[src/rtl/core/sws_pkg.sv]
package sws_pkg;

   // Default capacity of the sample store.
   localparam int WINDOW_MAX_DEFAULT = 64;

   // Field widths of the item formats.
   localparam int SAMPLE_W = 32;
   localparam int SUM_W    = 38;
   localparam int MEAN_W   = 40;
   localparam int DEV_W    = 40;
   localparam int CNT_W    = 7;
   localparam int RSP_W    = 128;

   // Reset value of the window length register.
   localparam logic [CNT_W-1:0] LENGTH_RESET = 7'd16;

   // Internal arithmetic widths.
   localparam int SQ_W    = 2 * SAMPLE_W;
   localparam int QSUM_W  = SQ_W + CNT_W - 2;       // sum of squares, at most 127 * 2^62
   localparam int PROD_W  = 76;                     // n * sum of squares and sum squared
   localparam int FRAC_SH = 16;                     // Q8 squared
   localparam int DIV_W   = PROD_W + FRAC_SH;
   localparam int DEN_W   = 2 * CNT_W;
   localparam int ROOT_W  = DIV_W / 2;
   localparam int REM_W   = ROOT_W + 2;
   localparam int STEP_W  = 7;
   localparam int DIV_STEPS  = DIV_W;
   localparam int ROOT_STEPS = ROOT_W;

   // Operations that the controller asks of the datapath.
   typedef enum logic [4:0] {
      CMD_NONE,
      CMD_LOAD,
      CMD_READ,
      CMD_DROP,
      CMD_DROPQ,
      CMD_PUSH,
      CMD_PUSHQ,
      CMD_MEAN_INIT,
      CMD_DIV_STEP,
      CMD_MEAN_SAVE,
      CMD_MULN_INIT,
      CMD_MUL_STEP,
      CMD_MULS_INIT,
      CMD_VAR_INIT,
      CMD_ROOT_INIT,
      CMD_ROOT_STEP,
      CMD_OUT
   } cmd_type;

   // Status reported by the datapath.
   typedef struct packed {
      logic drop_needed;
      logic mul_busy;
      logic dev_needed;
   } status_type;

   // Controller states.
   typedef enum logic [4:0] {
      ST_IDLE,
      ST_CHECK,
      ST_DROP,
      ST_DROPQ,
      ST_PUSH,
      ST_PUSHQ,
      ST_MEAN_INIT,
      ST_MEAN_DIV,
      ST_MEAN_SAVE,
      ST_MULN_INIT,
      ST_MULN,
      ST_MULS_INIT,
      ST_MULS,
      ST_VAR_INIT,
      ST_VAR_DIV,
      ST_ROOT_INIT,
      ST_ROOT,
      ST_OUT
   } state_type;

endpackage

[src/rtl/core/sws_controller.sv]
module sws_controller (
   input  logic                 clock,
   input  logic                 reset,
   input  logic                 req_tvalid,
   output logic                 req_tready,
   output logic                 rsp_tvalid,
   input  logic                 rsp_tready,
   input  sws_pkg::status_type  status,
   output sws_pkg::cmd_type     cmd
);

   sws_pkg::state_type          state_ff, state_in;
   logic [sws_pkg::STEP_W-1:0]  step_ff, step_in;
   logic                        valid_ff, valid_in;

   // State, step counter and result valid registers.
   always_ff @(posedge clock) begin
      if (reset) begin
         state_ff <= sws_pkg::ST_IDLE;
         step_ff  <= '0;
         valid_ff <= 1'b0;
      end else begin
         state_ff <= state_in;
         step_ff  <= step_in;
         valid_ff <= valid_in;
      end
   end

   // Sequencing of one item through drop, push, mean and, when the deviation is needed, variance and root.
   always_comb begin
      state_in   = state_ff;
      step_in    = step_ff;
      cmd        = sws_pkg::CMD_NONE;
      req_tready = 1'b0;
      valid_in   = valid_ff & ~rsp_tready;
      unique case (state_ff)
         sws_pkg::ST_IDLE: begin
            req_tready = 1'b1;
            if (req_tvalid) begin
               cmd      = sws_pkg::CMD_LOAD;
               state_in = sws_pkg::ST_CHECK;
            end
         end
         sws_pkg::ST_CHECK: begin
            if (status.drop_needed) begin
               cmd      = sws_pkg::CMD_READ;
               state_in = sws_pkg::ST_DROP;
            end else begin
               state_in = sws_pkg::ST_PUSH;
            end
         end
         sws_pkg::ST_DROP: begin
            cmd      = sws_pkg::CMD_DROP;
            state_in = sws_pkg::ST_DROPQ;
         end
         sws_pkg::ST_DROPQ: begin
            cmd      = sws_pkg::CMD_DROPQ;
            state_in = sws_pkg::ST_CHECK;
         end
         sws_pkg::ST_PUSH: begin
            cmd      = sws_pkg::CMD_PUSH;
            state_in = sws_pkg::ST_PUSHQ;
         end
         sws_pkg::ST_PUSHQ: begin
            cmd      = sws_pkg::CMD_PUSHQ;
            state_in = sws_pkg::ST_MEAN_INIT;
         end
         sws_pkg::ST_MEAN_INIT: begin
            cmd      = sws_pkg::CMD_MEAN_INIT;
            step_in  = sws_pkg::STEP_W'(sws_pkg::DIV_STEPS - 1);
            state_in = sws_pkg::ST_MEAN_DIV;
         end
         sws_pkg::ST_MEAN_DIV: begin
            cmd     = sws_pkg::CMD_DIV_STEP;
            step_in = step_ff - 1'b1;
            if (step_ff == '0) begin
               state_in = sws_pkg::ST_MEAN_SAVE;
            end
         end
         sws_pkg::ST_MEAN_SAVE: begin
            cmd      = sws_pkg::CMD_MEAN_SAVE;
            state_in = status.dev_needed ? sws_pkg::ST_MULN_INIT : sws_pkg::ST_OUT;
         end
         sws_pkg::ST_MULN_INIT: begin
            cmd      = sws_pkg::CMD_MULN_INIT;
            state_in = sws_pkg::ST_MULN;
         end
         sws_pkg::ST_MULN: begin
            if (status.mul_busy) begin
               cmd = sws_pkg::CMD_MUL_STEP;
            end else begin
               state_in = sws_pkg::ST_MULS_INIT;
            end
         end
         sws_pkg::ST_MULS_INIT: begin
            cmd      = sws_pkg::CMD_MULS_INIT;
            state_in = sws_pkg::ST_MULS;
         end
         sws_pkg::ST_MULS: begin
            if (status.mul_busy) begin
               cmd = sws_pkg::CMD_MUL_STEP;
            end else begin
               state_in = sws_pkg::ST_VAR_INIT;
            end
         end
         sws_pkg::ST_VAR_INIT: begin
            cmd      = sws_pkg::CMD_VAR_INIT;
            step_in  = sws_pkg::STEP_W'(sws_pkg::DIV_STEPS - 1);
            state_in = sws_pkg::ST_VAR_DIV;
         end
         sws_pkg::ST_VAR_DIV: begin
            cmd     = sws_pkg::CMD_DIV_STEP;
            step_in = step_ff - 1'b1;
            if (step_ff == '0) begin
               state_in = sws_pkg::ST_ROOT_INIT;
            end
         end
         sws_pkg::ST_ROOT_INIT: begin
            cmd      = sws_pkg::CMD_ROOT_INIT;
            step_in  = sws_pkg::STEP_W'(sws_pkg::ROOT_STEPS - 1);
            state_in = sws_pkg::ST_ROOT;
         end
         sws_pkg::ST_ROOT: begin
            cmd     = sws_pkg::CMD_ROOT_STEP;
            step_in = step_ff - 1'b1;
            if (step_ff == '0) begin
               state_in = sws_pkg::ST_OUT;
            end
         end
         sws_pkg::ST_OUT: begin
            // Load the output register once the previous item has gone.
            if (!valid_ff || rsp_tready) begin
               cmd      = sws_pkg::CMD_OUT;
               valid_in = 1'b1;
               state_in = sws_pkg::ST_IDLE;
            end
         end
         default: begin
            state_in = sws_pkg::ST_IDLE;
         end
      endcase
   end

   assign rsp_tvalid = valid_ff;

endmodule

[config.mk]
export PLATFORM = sky130hd
export DESIGN_NAME = sws_controller
export DESIGN_NICKNAME = d
export VERILOG_FILES = /design/src/rtl/core/sws_pkg.sv /design/src/rtl/core/sws_controller.sv
export SDC_FILE = /design/constraint.sdc
export NUM_CORES = 1
export LEC_CHECK = 0
export BUFFER_PORTS_ARGS = -buffer_cell sky130_fd_sc_hd__buf_2
export CAP_MARGIN = 20
export CORE_UTILIZATION = 51
export DETAILED_ROUTE_END_ITERATION = 6
export GPL_ROUTABILITY_DRIVEN = 0
export GPL_TIMING_DRIVEN = 0
export PLACE_DENSITY = 0.73
export RECOVER_POWER = 25
export SLEW_MARGIN = 5
export SYNTH_ARGS = -nofsm -noshare
export SYNTH_HDL_FRONTEND = slang
export SYNTH_SLANG_ARGS = --single-unit
[constraint.sdc]
create_clock -name clock -period 1.7 [get_ports clock]
set_input_delay 0.085 -clock clock [delete_from_list [all_inputs] [get_ports clock]]
set_output_delay 0.085 -clock clock [all_outputs]
set_load 0.01 [all_outputs]
# ---- After elaboration in Yosys (flattened, before gate mapping)
# Cells that the tools add are included.
dict set report word_totals {
  reg_bits 13
  inputBits 7
  output_inout_bits 7
  wordCells 59
}
dict set report classes {
  n_addsub 1
  eq_ne 24
  muxes 19
  bitwise_logic 2
  n_reduce_logical 10
}
# op count
set ops {}
lappend ops {{$pmux W5 S18} 1}
lappend ops {{$pmux W5 S16} 1}
lappend ops {{$mux W5} 9}
lappend ops {{$eq A5 B4 Y1 const B} 8}
lappend ops {{$pmux W7 S3} 1}
lappend ops {{$eq A5 B3 Y1 const B} 4}
lappend ops {{$ne A2 B2 Y1 const B} 7}
lappend ops {{$eq A5 B2 Y1 const B} 2}
lappend ops {{$eq A5 B5 Y1 const B} 2}
lappend ops {{$logic_not A7 Y1} 1}
lappend ops {{$reduce_and A7 Y1} 1}
lappend ops {{$sub A7 B1 Y7 const B} 1}
lappend ops {{$reduce_or A2 Y1} 3}
lappend ops {{$eq A5 B1 Y1 const B} 1}
lappend ops {{$logic_not A5 Y1} 1}
lappend ops {{$mux W1} 4}
lappend ops {{$mux W4} 1}
lappend ops {{$mux W3} 1}
lappend ops {{$reduce_bool A3 Y1} 1}
lappend ops {{$reduce_or A3 Y1} 1}
lappend ops {{$mux W2} 1}
lappend ops {{$and A1 B1 Y1} 1}
lappend ops {{$logic_not A1 Y1} 1}
lappend ops {{$logic_or A1 B1 Y1} 1}
lappend ops {{$not A1 Y1} 1}

# ---- Longest topological paths before layout
# Gate-level depths: netlist (run 1).
dict set report depth {
  ltp_word 4
  mapped_depth 7
  depth_no_buf 7
}

# ---- Worst setup path after synthesis (run 1)
# OpenSTA, ideal clock, no wires.
dict set report synth_path {
  path_kind {register -> register}
  startpoint {register step_ff[0] (netlist name)}
  endpoint {register state_ff[0]}
  setup_time_ns 0.074
  arrival_time_ns 1.600
  required_ns 1.626
  path_slack_ns 0.026
  stages_incl_launch_ff 8
  n_path_buf 0
  period_less_slack_ns 1.674
  cell_sequence {dfxtp_1 -> inv_1 -> ha_1 -> nand2b_1 -> nor4_2 -> o211ai_4 -> or3_1 -> a31oi_1}
}
dict set report synth_between {
  elab_chain_cells 3
  elab_cells_between_ends 5
  cone_classes {eq/ne: 3; reduce/logical: 2}
}
# item line
set synth_rtl {}
lappend synth_rtl {{from (decl)} sws_controller.sv:13} ;# logic [sws_pkg::STEP_W-1:0] step_ff, step_in;
lappend synth_rtl {{from (signal assigned)} sws_controller.sv:24} ;# step_ff <= step_in;
lappend synth_rtl {{$logic_not A7 Y1 (*)} {sws_controller.sv:76, sws_controller.sv:114, sws_controller.sv:126}}
lappend synth_rtl {{$ne A2 B2 Y1 (no line)} -}
lappend synth_rtl {{$reduce_and A7 Y1 (no line) (*)} -}
lappend synth_rtl {{to (signal assigned)} sws_controller.sv:19} ;# state_ff <= sws_pkg::ST_IDLE;
lappend synth_rtl {{to (signal assigned)} sws_controller.sv:23} ;# state_ff <= state_in;
lappend synth_rtl {{to (decl)} sws_controller.sv:12} ;# sws_pkg::state_type state_ff, state_in;
# Mark *: on every way between the ends. The rest lies on a longest branch, timed or not.
# A chain may end at the register's enable or synchronous reset.

# ---- Worst setup path in the final report (run 1)
dict set report layout_path {
  startpoint {register state_ff[0]}
  endpoint {output cmd[1]}
}
dict set report layout_between {
  elab_chain_cells 3
  elab_cells_between_ends 21
  cone_classes {eq/ne: 17; mux: 1; reduce/logical: 3}
}
# item line
set layout_rtl {}
lappend layout_rtl {{$eq A5 B4 Y1 or $eq A5 B3 Y1 (tied branches)} sws_controller.sv:36} ;# unique case (state_ff)
lappend layout_rtl {{$reduce_or A2 Y1 (no line)} -}
lappend layout_rtl {{$pmux W5 S16 (*)} sws_controller.sv:36}
lappend layout_rtl {{to (decl)} sws_controller.sv:9} ;# output sws_pkg::cmd_type cmd
# Marks and branches as above.

==> key figures, run 1 <==
Floorplanning
  – Die height: 48.1 um
  – I/O pins: 14
  – Die Span X: 48.1 um
  – Initial Util: 54.7%
  – Core region area: 1980 um^2
  – # rows: 16
  – DIE AREA: 2320 um^2

Power
  – Clock power share: 20.8%
  – Combinational share of power: 42.8%
  – Sequential Power Share: 36.4%
  – Worst vdd ir: 0.572 mV
  – Sw Ratio: 38.2%
  – Switching power: 0.362 mW
  – Pwr Density: 651 nW/um^2
  – Static Leak: 0.578 nW
  – Internal power: 0.585 mW

Setup path
  – Max incr delay on CP: 0.39 ns
  – Critical Path, Cell by Cell: buf_4, nor2_1, nand2_1, o21ai_0, o21ai_0, o21ai_1, buf_2
  – Worst setup SP type: flop
  – Critical register-to-register path startpoint: state_ff[2]$_SDFFE_PP0P_
  – Data arrival time of the worst path: 1.79 ns
  – Most frequent CP cell: o21ai_0
  – FF-to-FF path depth: 6
  – Worst setup EP type: output port
  – Reg-to-reg critical path endpoint: state_ff[4]$_SDFFE_PP0P_
  – Critical path's slowest cell: dfxtp_4
  – Reg2Reg Setup Slack: -0.05 ns
  – Crit-path max FO: 10
  – Crit Path Category: flop to output port
  – CP Data Required Time: 1.62 ns

Cells and area
  – Area growth, synth to finish: 34.0%
  – Finished Layout Cells: 212
  – Register Area: 273 um^2
  – Fraction of layout cells with a size suffix above 1: 33.5%
  – Finished Core Util: 73.4%
  – Post-layout net count: 194
  – Ant. Diodes: 0
  – Footprint of the multi-input gates: 848 um^2
  – Fillers: 139

Routing
  – DR WL/cell: 17.6 um
  – Drt total wl: 3740 um
  – Drt drc: 0
  – Drt first-iter violations: 84
  – Detail Route Antenna Nets: 0
  – DR vias/cell: 6.45
  – DR vias: 1367
  – DR pass1 iterations: 5

Global routing
  – Vias in the first global route: 1064
  – First-pass GRT wire length: 4730 um
  – Grt ovf: 0
  – Largest net degree at the start of global routing: 11
  – Initial antenna violation count: 0
  – GRT Resource Usage Total: 28.9%

STA
  – Final Cycle Share: 110%
  – Worst clock skew: 0.00872 ns
  – Post-route minimum period: 1.87 ns
  – Worst Slack Setup Final: -0.171 ns
  – Final hold vios: 0
  – Relative slew margins: 60.6%
  – Fmax: 0.534 GHz
  – RSZ-0062 raised after global routing: yes
  – Tightest Pin Transition: 0.590 ns
  – Final Max Tran Viols: 0
  – Final setup fails: 5

Logic synthesis
  – Mapped Cells: 156
  – Cell Area, Synth: 1080 um^2
  – Synth Register Bits: 13
  – Yosys warns: 0
  – Top post-synthesis cells by count: nor2_1, dfxtp_1, nand2_1, o21ai_0, a21oi_1
  – Synth area leader: dfxtp_1
  – Mapped Nets: 164
  – Avg Cell Area, Syn: 6.95 um^2
  – Register area share after synthesis: 24.0%
  – Most common cell in the synthesized netlist: nor2_1
  – Most used DFF post-synth: dfxtp_1
  – Post-synth EDFFs: 0
  – Synth top area cells: dfxtp_1, nor2_1, o21ai_0, a21oi_1, nand2_1
  – Distinct cell type count after synthesis: 44
  – Area share of the largest cell type after synthesis: 24.0%
  – Ys async rst share: 0%

Outcome
  – Failing checks: negative setup slack
  – Outcome: complete, but fails checks

Worst hold path
  – HP Class: input port to flop
  – Hold path cells: 4
  – Hold Crit Endpoint: state_ff[3]$_SDFFE_PP0P_
  – HP Start: reset

Placed design
  – Dpl cells: 196
  – Pre-CTS WS: -0.169 ns
  – Detail Placement HPWL: 2160 um
  – IO Port Bufs: 13

Clock tree
  – CTS buffer count: 3
  – CTS Hold Buffers Added: 0
  – Max Root-Sink Buffers: 2
  – CTS tree: yes
  – Max H-tree Level: 1
  – Total clock sinks: 13
  – CTS root buf: clkbuf_4
  – Clock slew at reported path FFs: 0.09 ns
  – Skew-Pair Late Insertion Delay: 0.28 ns

Flow run
  – Number of max-cap violations: 0
[registers in the layout (all words and copies together) (netlist names)]
register    flops
state_ff        5
step_ff         7
rsp_tvalid      1
[worst max path at each step]
| stage | end | depth (start not counted) | from | slack (ns) |
|---|---|---|---|---|
| detailed placement | state_ff[0]$_SDFFE_PP0P_ | 7 | step_ff[0]$_SDFFE_PP0P_ | -0.17 |
| CTS | cmd[0] | 8 | state_ff[2]$_SDFFE_PP0P_ | -0.03 |
| global route | cmd[1] | 7 | state_ff[0]$_SDFFE_PP0P_ | -0.19 |
| finish | cmd[1] | 7 | state_ff[0]$_SDFFE_PP0P_ | -0.17 |
| global placement | step_ff[5]$_SDFFE_PP0P_ | 6 | state_ff[2]$_SDFFE_PP0P_ | -0.13 |
| floorplan | state_ff[0]$_SDFFE_PP0P_ | 7 | step_ff[0]$_SDFFE_PP0P_ | 0.03 |
[cells by family after synthesis]
| kind of cell | count (synthesis) | share of synthesized area [%] |
|---|---|---|
| compound gates | 49 | 30.7 |
| flops | 13 | 24.0 |
| mux | 1 | 0.923 |
| xor+xnor | 3 | 2.42 |
| buf+inv | 18 | 7.96 |
| fa+ha+maj | 1 | 1.15 |
| simple gates | 71 | 32.9 |
[cells in the final DEF, fill, tap and decap left out, drive strengths merged, types with 2 or more instances in the layout]
master / n
a21oi: 9
a221oi: 2
a22oi: 3
a31oi: 5
buf: 32
clkbuf: 8
dfxtp: 13
inv: 7
nand2: 11
nand2b: 4
nand3: 3
nand4: 3
nor2: 27
nor2b: 3
nor3: 6
nor4: 2
o21ai: 18
o32ai: 2
or2: 2
or3: 6
xor2: 2
[stage by stage]
stage | area (um^2) | hold WS [ns] | TNS (ns) | power (mW)
after floorplan | 1080 | 0.272 | 0 | 0.567
after global placement | 1180 | 0.421 | -0.479 | 0.643
after detailed placement | 1180 | 0.427 | -0.561 | 0.648
after CTS | 1320 | 0.118 | -0.120 | 0.878
after global routing | 1450 | 0.147 | -0.773 | 0.995
final | 1450 | 0.136 | -0.298 | 0.947
[worst max-delay path: cells and delay by family, from the launching register on]
family	cells	cell delay, ns
and+or+nand+nor	2	0.38
buffers and inverters	2	0.32
AOI/OAI and AO/OA	3	0.42
DFF	1	0.39
[timing repair]
action,4_1_cts,5_1_grt
cloned,0,1
endpoints found under the hold margin,0,0
pin swaps,3,10
gates resized for setup,23,24
setup endpoints to repair,12,12
buffers inserted,5,6
[routing by layer]
metal  GRT usage [%]  wire (um)  vias to the layer above
li1                -          -                      622
met5               0          0                        -
met2            48.9       1820                       78
met3            3.33        254                       14
met1            38.2       1550                      653
met4            9.44        103                        0
[power groups by stage]
stage / sequential (mW) / combinational, mW / clock (mW)
6_report: 0.344 / 0.405 / 0.197
5_1_grt: 0.345 / 0.434 / 0.216
4_1_cts: 0.336 / 0.342 / 0.200
3_5_place_dp: 0.340 / 0.308 / 0
3_3_place_gp: 0.339 / 0.303 / 0
2_1_floorplan: 0.336 / 0.231 / 0
[layout make-up]
cell class / count / share of cell area [%]
multi-input cells: 125 / 58.3
well taps: 27 / 2.32
inverters: 7 / 1.81
flip-flops and latches: 13 / 18.8
plain buffers: 11 / 6.54
clock buffers: 4 / 1.81
repair buffers: 25 / 10.4
Note: power is estimated with default switching activity, not from simulation.
==> run 2: changes to the inputs <==
BUFFER_PORTS_ARGS = default   (was -buffer_cell sky130_fd_sc_hd__buf_2)
CELL_PAD_IN_SITES_DETAIL_PLACEMENT = 1   (was default)
CELL_PAD_IN_SITES_GLOBAL_PLACEMENT = 1   (was default)
CORE_UTILIZATION = 40   (was 51)
DONT_BUFFER_PORTS = 1   (was default)
PLACE_DENSITY = 0.72   (was 0.73)
==> run 2 against run 1 <==
  * The run still ends with negative setup slack left
  * Sequential power barely moved
  * Die area increased by 26%
  * Sequential share of layout area increased by 0.71 points
  * Critical endpoint is now state_ff[4]$_SDFFE_PP0P_
  * Largest power group unchanged
==> key figures, run 2 (synthesis results as in run 1) <==
Outcome
  – Outcome: complete, but fails checks
  – Failing checks: negative setup slack

Power
  – Static Leak: 0.529 nW (-8.4%)
  – Pwr Density: 671 nW/um^2 (+3.1%)
  – Worst vdd ir: 0.514 mV (-10%)
  – Pwr Total: 0.949 mW (+0.24%)

Setup path
  – Crit Path Category: flop to flop
  – Critical path's slowest cell: or3_4
  – Worst setup SP type: flop
  – Critical Path, Cell by Cell: or3_4, o32a_4, o211ai_4, mux2i_1, nor2_1
  – CP top delay family: compound AO/OA/AOI/OAI gates
  – Buf+Inv Stages, Crit Path: 0 (-2)
  – Max incr delay on CP: 0.41 ns (+0.02 ns)
  – Crit-path max FO: 6 (-4)
  – CP Data Required Time: 1.86 ns (+0.24 ns)
  – Data arrival time of the worst path: 1.87 ns (+0.08 ns)
  – Worst setup EP type: flop

Floorplanning
  – Die height: 54.1 um (+12%)
  – Initial Util: 43.0% (-12 points)
  – DIE AREA: 2920 um^2 (+26%)
  – # rows: 18 (+2)
  – Core region area: 2520 um^2 (+27%)
  – Die Span X: 54.1 um (+12%)
  – I/O pins: 14 (unchanged)

Clock tree
  – Skew-Pair Late Insertion Delay: 0.28 ns (about the same)
  – Max Root-Sink Buffers: 2 (unchanged)
  – Total clock sinks: 13 (unchanged)
  – Max H-tree Level: 1 (unchanged)
  – Clock slew at reported path FFs: 0.08 ns (about the same)
  – CTS buffer count: 3 (unchanged)
  – CTS tree: yes
  – CTS root buf: clkbuf_4

Routing
  – DR WL/cell: 19.6 um (+12%)
  – Drt total wl: 3910 um (+4.7%)
  – Detail Route Antenna Nets: 0 (unchanged)
  – DR pass1 iterations: 4 (-1)
  – DR vias: 1269 (-7.2%)
  – Drt drc: 0 (unchanged)
  – Drt first-iter violations: 36 (-57%)
  – DR vias/cell: 6.38 (-1.1%)

STA
  – Fmax: 0.586 GHz (+9.7%)
  – Final Cycle Share: 100% (-9.7 points)
  – Post-route minimum period: 1.71 ns (-0.166 ns)
  – Worst Slack Setup Final: -0.00534 ns (+0.166 ns)
  – Final hold vios: 0 (unchanged)
  – Final Max Tran Viols: 0 (unchanged)
  – Tightest Pin Transition: 0.506 ns (-0.0842 ns)
  – RSZ-0062 raised after global routing: yes
  – Final setup fails: 1 (-4)
  – Relative slew margins: 66.2% (+5.6 points)
  – Worst clock skew: 0.00226 ns (-0.00645 ns)

Placed design
  – Cell Area, Placed: 1120 um^2 (-5.2%)
  – Detail Placement HPWL: 2660 um (+23%)
  – IO Port Bufs: 0 (-13)

Cells and area
  – Commonest non-fill, non-tap cell in the layout: nor2_1
  – Max reg flops: 7 (unchanged)
  – Area growth, synth to finish: 30.3%
  – Ant. Diodes: 0 (unchanged)
  – Fraction of layout cells with a size suffix above 1: 32.0% (-1.6 points)
  – Top reg by flops: step_ff
  – Post-Layout Inst Area: 1410 um^2 (-2.8%)
  – Post-layout net count: 178 (-8.2%)
  – Most frequent cells in the layout: nor2_1, buf_4, a21oi_1, nand2_1, o21ai_0
  – Fillers: 330 (+140%)

Global routing
  – First-pass GRT wire length: 5870 um (+24%)
  – Grt ovf: 0 (unchanged)
  – Initial antenna violation count: 0 (unchanged)
  – Vias in the first global route: 1214 (+14%)
  – Largest net degree at the start of global routing: 11 (unchanged)
  – GRT Resource Usage Total: 28.5% (-0.34 points)

Worst hold path
  – HP Class: input port to flop

Flow run
  – Number of max-cap violations: 0 (unchanged)
[run 2: cell count changes in the layout (fill, tap and decap cells not counted), moves of 2 or more]
| cell | change |
|---|---|
| buf_2 | -13 |
| buf_4 | -5 |
| o21ai_2 | +3 |
| clkbuf_1 | -2 |
| o21ai_1 | -2 |
| o32ai_2 | +2 |
[run 2: report_power, final]
group,internal (mW),switching [mW]
sequential,0.319,0.0230
clock,0.0875,0.112
combinational,0.170,0.237
[run 2: final cells by class]
type,instances,area (um^2),share of cell area [%]
sequential,13,275,19.5
timing repair buffer,10,93.8,6.64
clock buffer,3,22.5,1.59
clock inverter,1,5.00,0.354
buffer,10,87.6,6.19
tap,30,37.5,2.65
inverter,7,28.8,2.04
multi-input combinational,125,863,61.1
[run 2: per-stage QoR]
stage / worst slack (ns) / util [%] / TNS (ns) / hold WS, ns / instances
after global routing: -0.0576 / 56.1 / -0.214 / 0.0358 / 199
after CTS: 0.00441 / 51.6 / 0 / 0.0482 / 193
after global placement: -0.170 / 44.5 / -0.375 / 0.283 / 186
after detailed placement: -0.276 / 44.5 / -0.779 / 0.306 / 186
after floorplan: 0.0257 / - / 0 / 0.272 / 156
final: -0.00534 / 56.1 / -0.00534 / 0.0280 / 199
[run 2: worst register-to-register path, cell delays in order, from the launching register on]
cell	delay, ns
dfxtp_4	0.38
or3_4	0.41
o32a_4	0.22
o211ai_4	0.30
mux2i_1	0.23
nor2_1	0.05
[run 2: what timing repair did]
action / 4_1_cts / 5_1_grt
setup buffers: 3 / 6
gates resized for setup: 33 / 23
endpoints found under the hold margin: 1 / 0
setup endpoints to repair: 13 / 10
pin swaps: 10 / 7
hold buffers: 1 / 0
[run 2: worst paths after layout]
kind / endpoint / cells past startpoint / slack [ns] / startpoint
worst min register to register: step_ff[1]$_SDFFE_PP0P_ / 2 / 0.51 / step_ff[1]$_SDFFE_PP0P_
worst max register to register: state_ff[4]$_SDFFE_PP0P_ / 5 / -0.005 / state_ff[0]$_SDFFE_PP0P_
worst max-delay path: state_ff[4]$_SDFFE_PP0P_ / 5 / -0.005 / state_ff[0]$_SDFFE_PP0P_
worst min-delay path: state_ff[1]$_SDFFE_PP0P_ / 2 / 0.03 / reset
[run 2: routing by layer]
layer  global-route usage, %  wire (um)  part of all wire, %  up-vias
li1                        -          -                    -      588
met1                    35.8       1750                   45      632
met2                    49.8       1960                   50       39
met3                    4.52        137                  3.5       10
met4                    8.12         59                  1.5        0
met5                       0          0                    0        -
==> run 3: changes to the inputs <==
CORE_UTILIZATION = 35   (was 40)
PLACE_DENSITY = 0.64   (was 0.72)
==> run 3 against run 2 <==
  * The run ends with design-rule violations left
  * Setup slack improved by 0.043 ns
  * Clock power increased by 3%
  * Largest power group unchanged
  * Global-route usage decreased by 5.1 points
  * Non-clock buffer count increased by 7
  * Largest cell class unchanged
  * Clock skew increased by 0.0059 ns
==> key figures, run 3 (synthesis results as in run 1) <==
Outcome
  – Outcome: complete, but fails checks
  – Failing checks: design-rule violations

Routing
  – DR WL/cell: 19.0 um (-3.5%)
  – Detail Route Antenna Nets: 0 (unchanged)
  – Drt total wl: 3930 um (+0.41%)
  – DR pass1 iterations: 6 (+2)
  – Drt first-iter violations: 35 (-2.8%)
  – Drt drc: 1 (+1)
  – DR vias: 1245 (-1.9%)
  – DR vias/cell: 6.01 (-5.7%)

STA
  – Post-route minimum period: 1.66 ns (-0.0427 ns)
  – Worst clock skew: 0.00819 ns (+0.00593 ns)
  – Final Max Tran Viols: 0 (unchanged)
  – Fmax: 0.601 GHz (+2.6%)
  – Final hold vios: 0 (unchanged)
  – RSZ-0062 raised after global routing: yes
  – Relative slew margins: 60.4% (-5.9 points)
  – Final setup fails: 0 (-1)
  – Final Cycle Share: 97.8% (-2.5 points)
  – Worst Slack Setup Final: 0.0374 ns (+0.0427 ns)
  – Tightest Pin Transition: 0.594 ns (+0.0879 ns)

Cells and area
  – Post-layout net count: 185 (+3.9%)
  – Top reg by flops: step_ff
  – Commonest non-fill, non-tap cell in the layout: nor2_1
  – Post-Layout Inst Area: 1530 um^2 (+8.4%)
  – Fillers: 351 (+6.4%)
  – Fraction of layout cells with a size suffix above 1: 37.5% (+5.5 points)
  – Ant. Diodes: 0 (unchanged)
  – Max reg flops: 7 (unchanged)
  – Area growth, synth to finish: 41.3%
  – Most frequent cells in the layout: nor2_1, buf_4, o21ai_1, a21oi_1, nand2_1
  – Finished Core Util: 53.7% (-2.3 points)

Setup path
  – Worst setup EP type: flop
  – Critical path's slowest cell: dfxtp_4
  – Crit Path Category: flop to flop
  – Worst setup SP type: flop
  – Data arrival time of the worst path: 1.81 ns (-0.06 ns)
  – Critical Path, Cell by Cell: inv_4, ha_4, nand2b_4, or2_4, or3_4, o2111ai_4, o31ai_2
  – Crit-path max FO: 3 (-3)
  – Critical register-to-register path startpoint: step_ff[0]$_SDFFE_PP0P_
  – CP startpoint: step_ff[0]$_SDFFE_PP0P_
  – Max incr delay on CP: 0.36 ns (-0.05 ns)
  – CP Data Required Time: 1.85 ns (about the same)

Global routing
  – GRT Resource Usage Total: 23.4% (-5.1 points)
  – Largest net degree at the start of global routing: 11 (unchanged)
  – First-pass GRT wire length: 5840 um (-0.46%)
  – Vias in the first global route: 1155 (-4.9%)
  – Initial antenna violation count: 0 (unchanged)
  – Grt ovf: 0 (unchanged)

Worst hold path
  – HP Class: input port to flop
  – HP Start: reset

Clock tree
  – Total clock sinks: 13 (unchanged)
  – CTS buffer count: 3 (unchanged)
  – Skew-Pair Late Insertion Delay: 0.29 ns (about the same)
  – Clock slew at reported path FFs: 0.09 ns (about the same)
  – CTS tree: yes
  – CTS root buf: clkbuf_4
  – Max Root-Sink Buffers: 2 (unchanged)
  – Max H-tree Level: 1 (unchanged)

Placed design
  – Detail Placement HPWL: 2560 um (-3.6%)
  – IO Port Bufs: 0 (unchanged)
  – Cell Area, Placed: 1120 um^2 (+0.11%)
  – Pre-CTS WS: -0.225 ns (+0.0513 ns)

Power
  – Static Leak: 0.565 nW (+6.7%)
  – Pwr Density: 632 nW/um^2 (-5.8%)
  – Worst vdd ir: 0.358 mV (-30%)

Floorplanning
  – # rows: 19 (+1)
  – DIE AREA: 3330 um^2 (+14%)
  – I/O pins: 14 (unchanged)
  – Core region area: 2850 um^2 (+13%)
  – Initial Util: 38.0% (-5.0 points)
  – Die height: 57.7 um (+6.6%)
  – Die Span X: 57.7 um (+6.6%)

Flow run
  – Number of max-cap violations: 0 (unchanged)
[run 3: cell count changes in the layout (fill, tap and decap cells not counted), moves of 2 or more]
cell,previous run,this run
dfxtp_1,7,5
buf_8,0,2
buf_4,9,15
o21ai_1,7,9
dfxtp_4,3,6
[run 3: final cells by class]
type | instances | area [um^2] | area share, %
Buffer | 10 | 111 | 7.27
Clock buffer | 4 | 26.3 | 1.71
Inverter | 7 | 28.8 | 1.88
Multi-Input combinational cell | 125 | 908 | 59.3
Sequential cell | 13 | 285 | 18.6
Tap cell | 31 | 38.8 | 2.53
Timing Repair Buffer | 17 | 134 | 8.73
[run 3: timing repair]
action,CTS,global route
buffers inserted,5,11
hold buffers,1,0
gates resized for setup,34,43
pin swaps,10,8
hold endpoints to repair,1,0
gates cloned,0,0
setup endpoints to repair,15,11
[run 3: power breakdown]
part | total, mW | leakage (nW) | switching, mW | internal [mW]
Combinational | 0.421 | 0.439 | 0.236 | 0.185
Clock | 0.206 | 0.0150 | 0.114 | 0.0912
Sequential | 0.343 | 0.111 | 0.0257 | 0.317
Total | 0.969 | 0.565 | 0.376 | 0.593
[run 3: worst paths after layout]
kind / endpoint / slack [ns] / depth (start not counted)
worst min-delay path: state_ff[1]$_SDFFE_PP0P_ / 0.05 / 2
worst max register to register: step_ff[6]$_SDFFE_PP0P_ / 0.04 / 7
worst min register to register: step_ff[1]$_SDFFE_PP0P_ / 0.51 / 2
worst max-delay path: step_ff[6]$_SDFFE_PP0P_ / 0.04 / 7
[run 3: routing by layer]
| layer | share of wire [%] | global-route usage (%) | routed length (um) |
|---|---|---|---|
| met1 | 49 | 32.8 | 1920 |
| met3 | 2.2 | 4.91 | 88 |
| met4 | 0.25 | 6.46 | 10 |
| met5 | 0 | 0 | 0 |
| met2 | 49 | 36.7 | 1910 |
[run 3: through the flow]
step | cells | hold WS, ns | setup TNS, ns | total power, mW
6_report | 207 | 0.0483 | 0 | 0.969
5_1_grt | 207 | 0.0616 | -0.0787 | 1.03
4_1_cts | 196 | 0.0181 | 0 | 0.894
3_5_place_dp | 187 | 0.297 | -0.788 | 0.630
3_3_place_gp | 187 | 0.290 | -0.586 | 0.625
2_1_floorplan | 156 | 0.272 | 0 | 0.567
[run 3: worst max-delay path, delay by kind of cell (launching register included)]
family	cells	cell delay [ns]
fa+ha+maj	1	0.13
buf+inv	1	0.06
flops	1	0.36
simple gates	3	0.65
compound gates	2	0.32
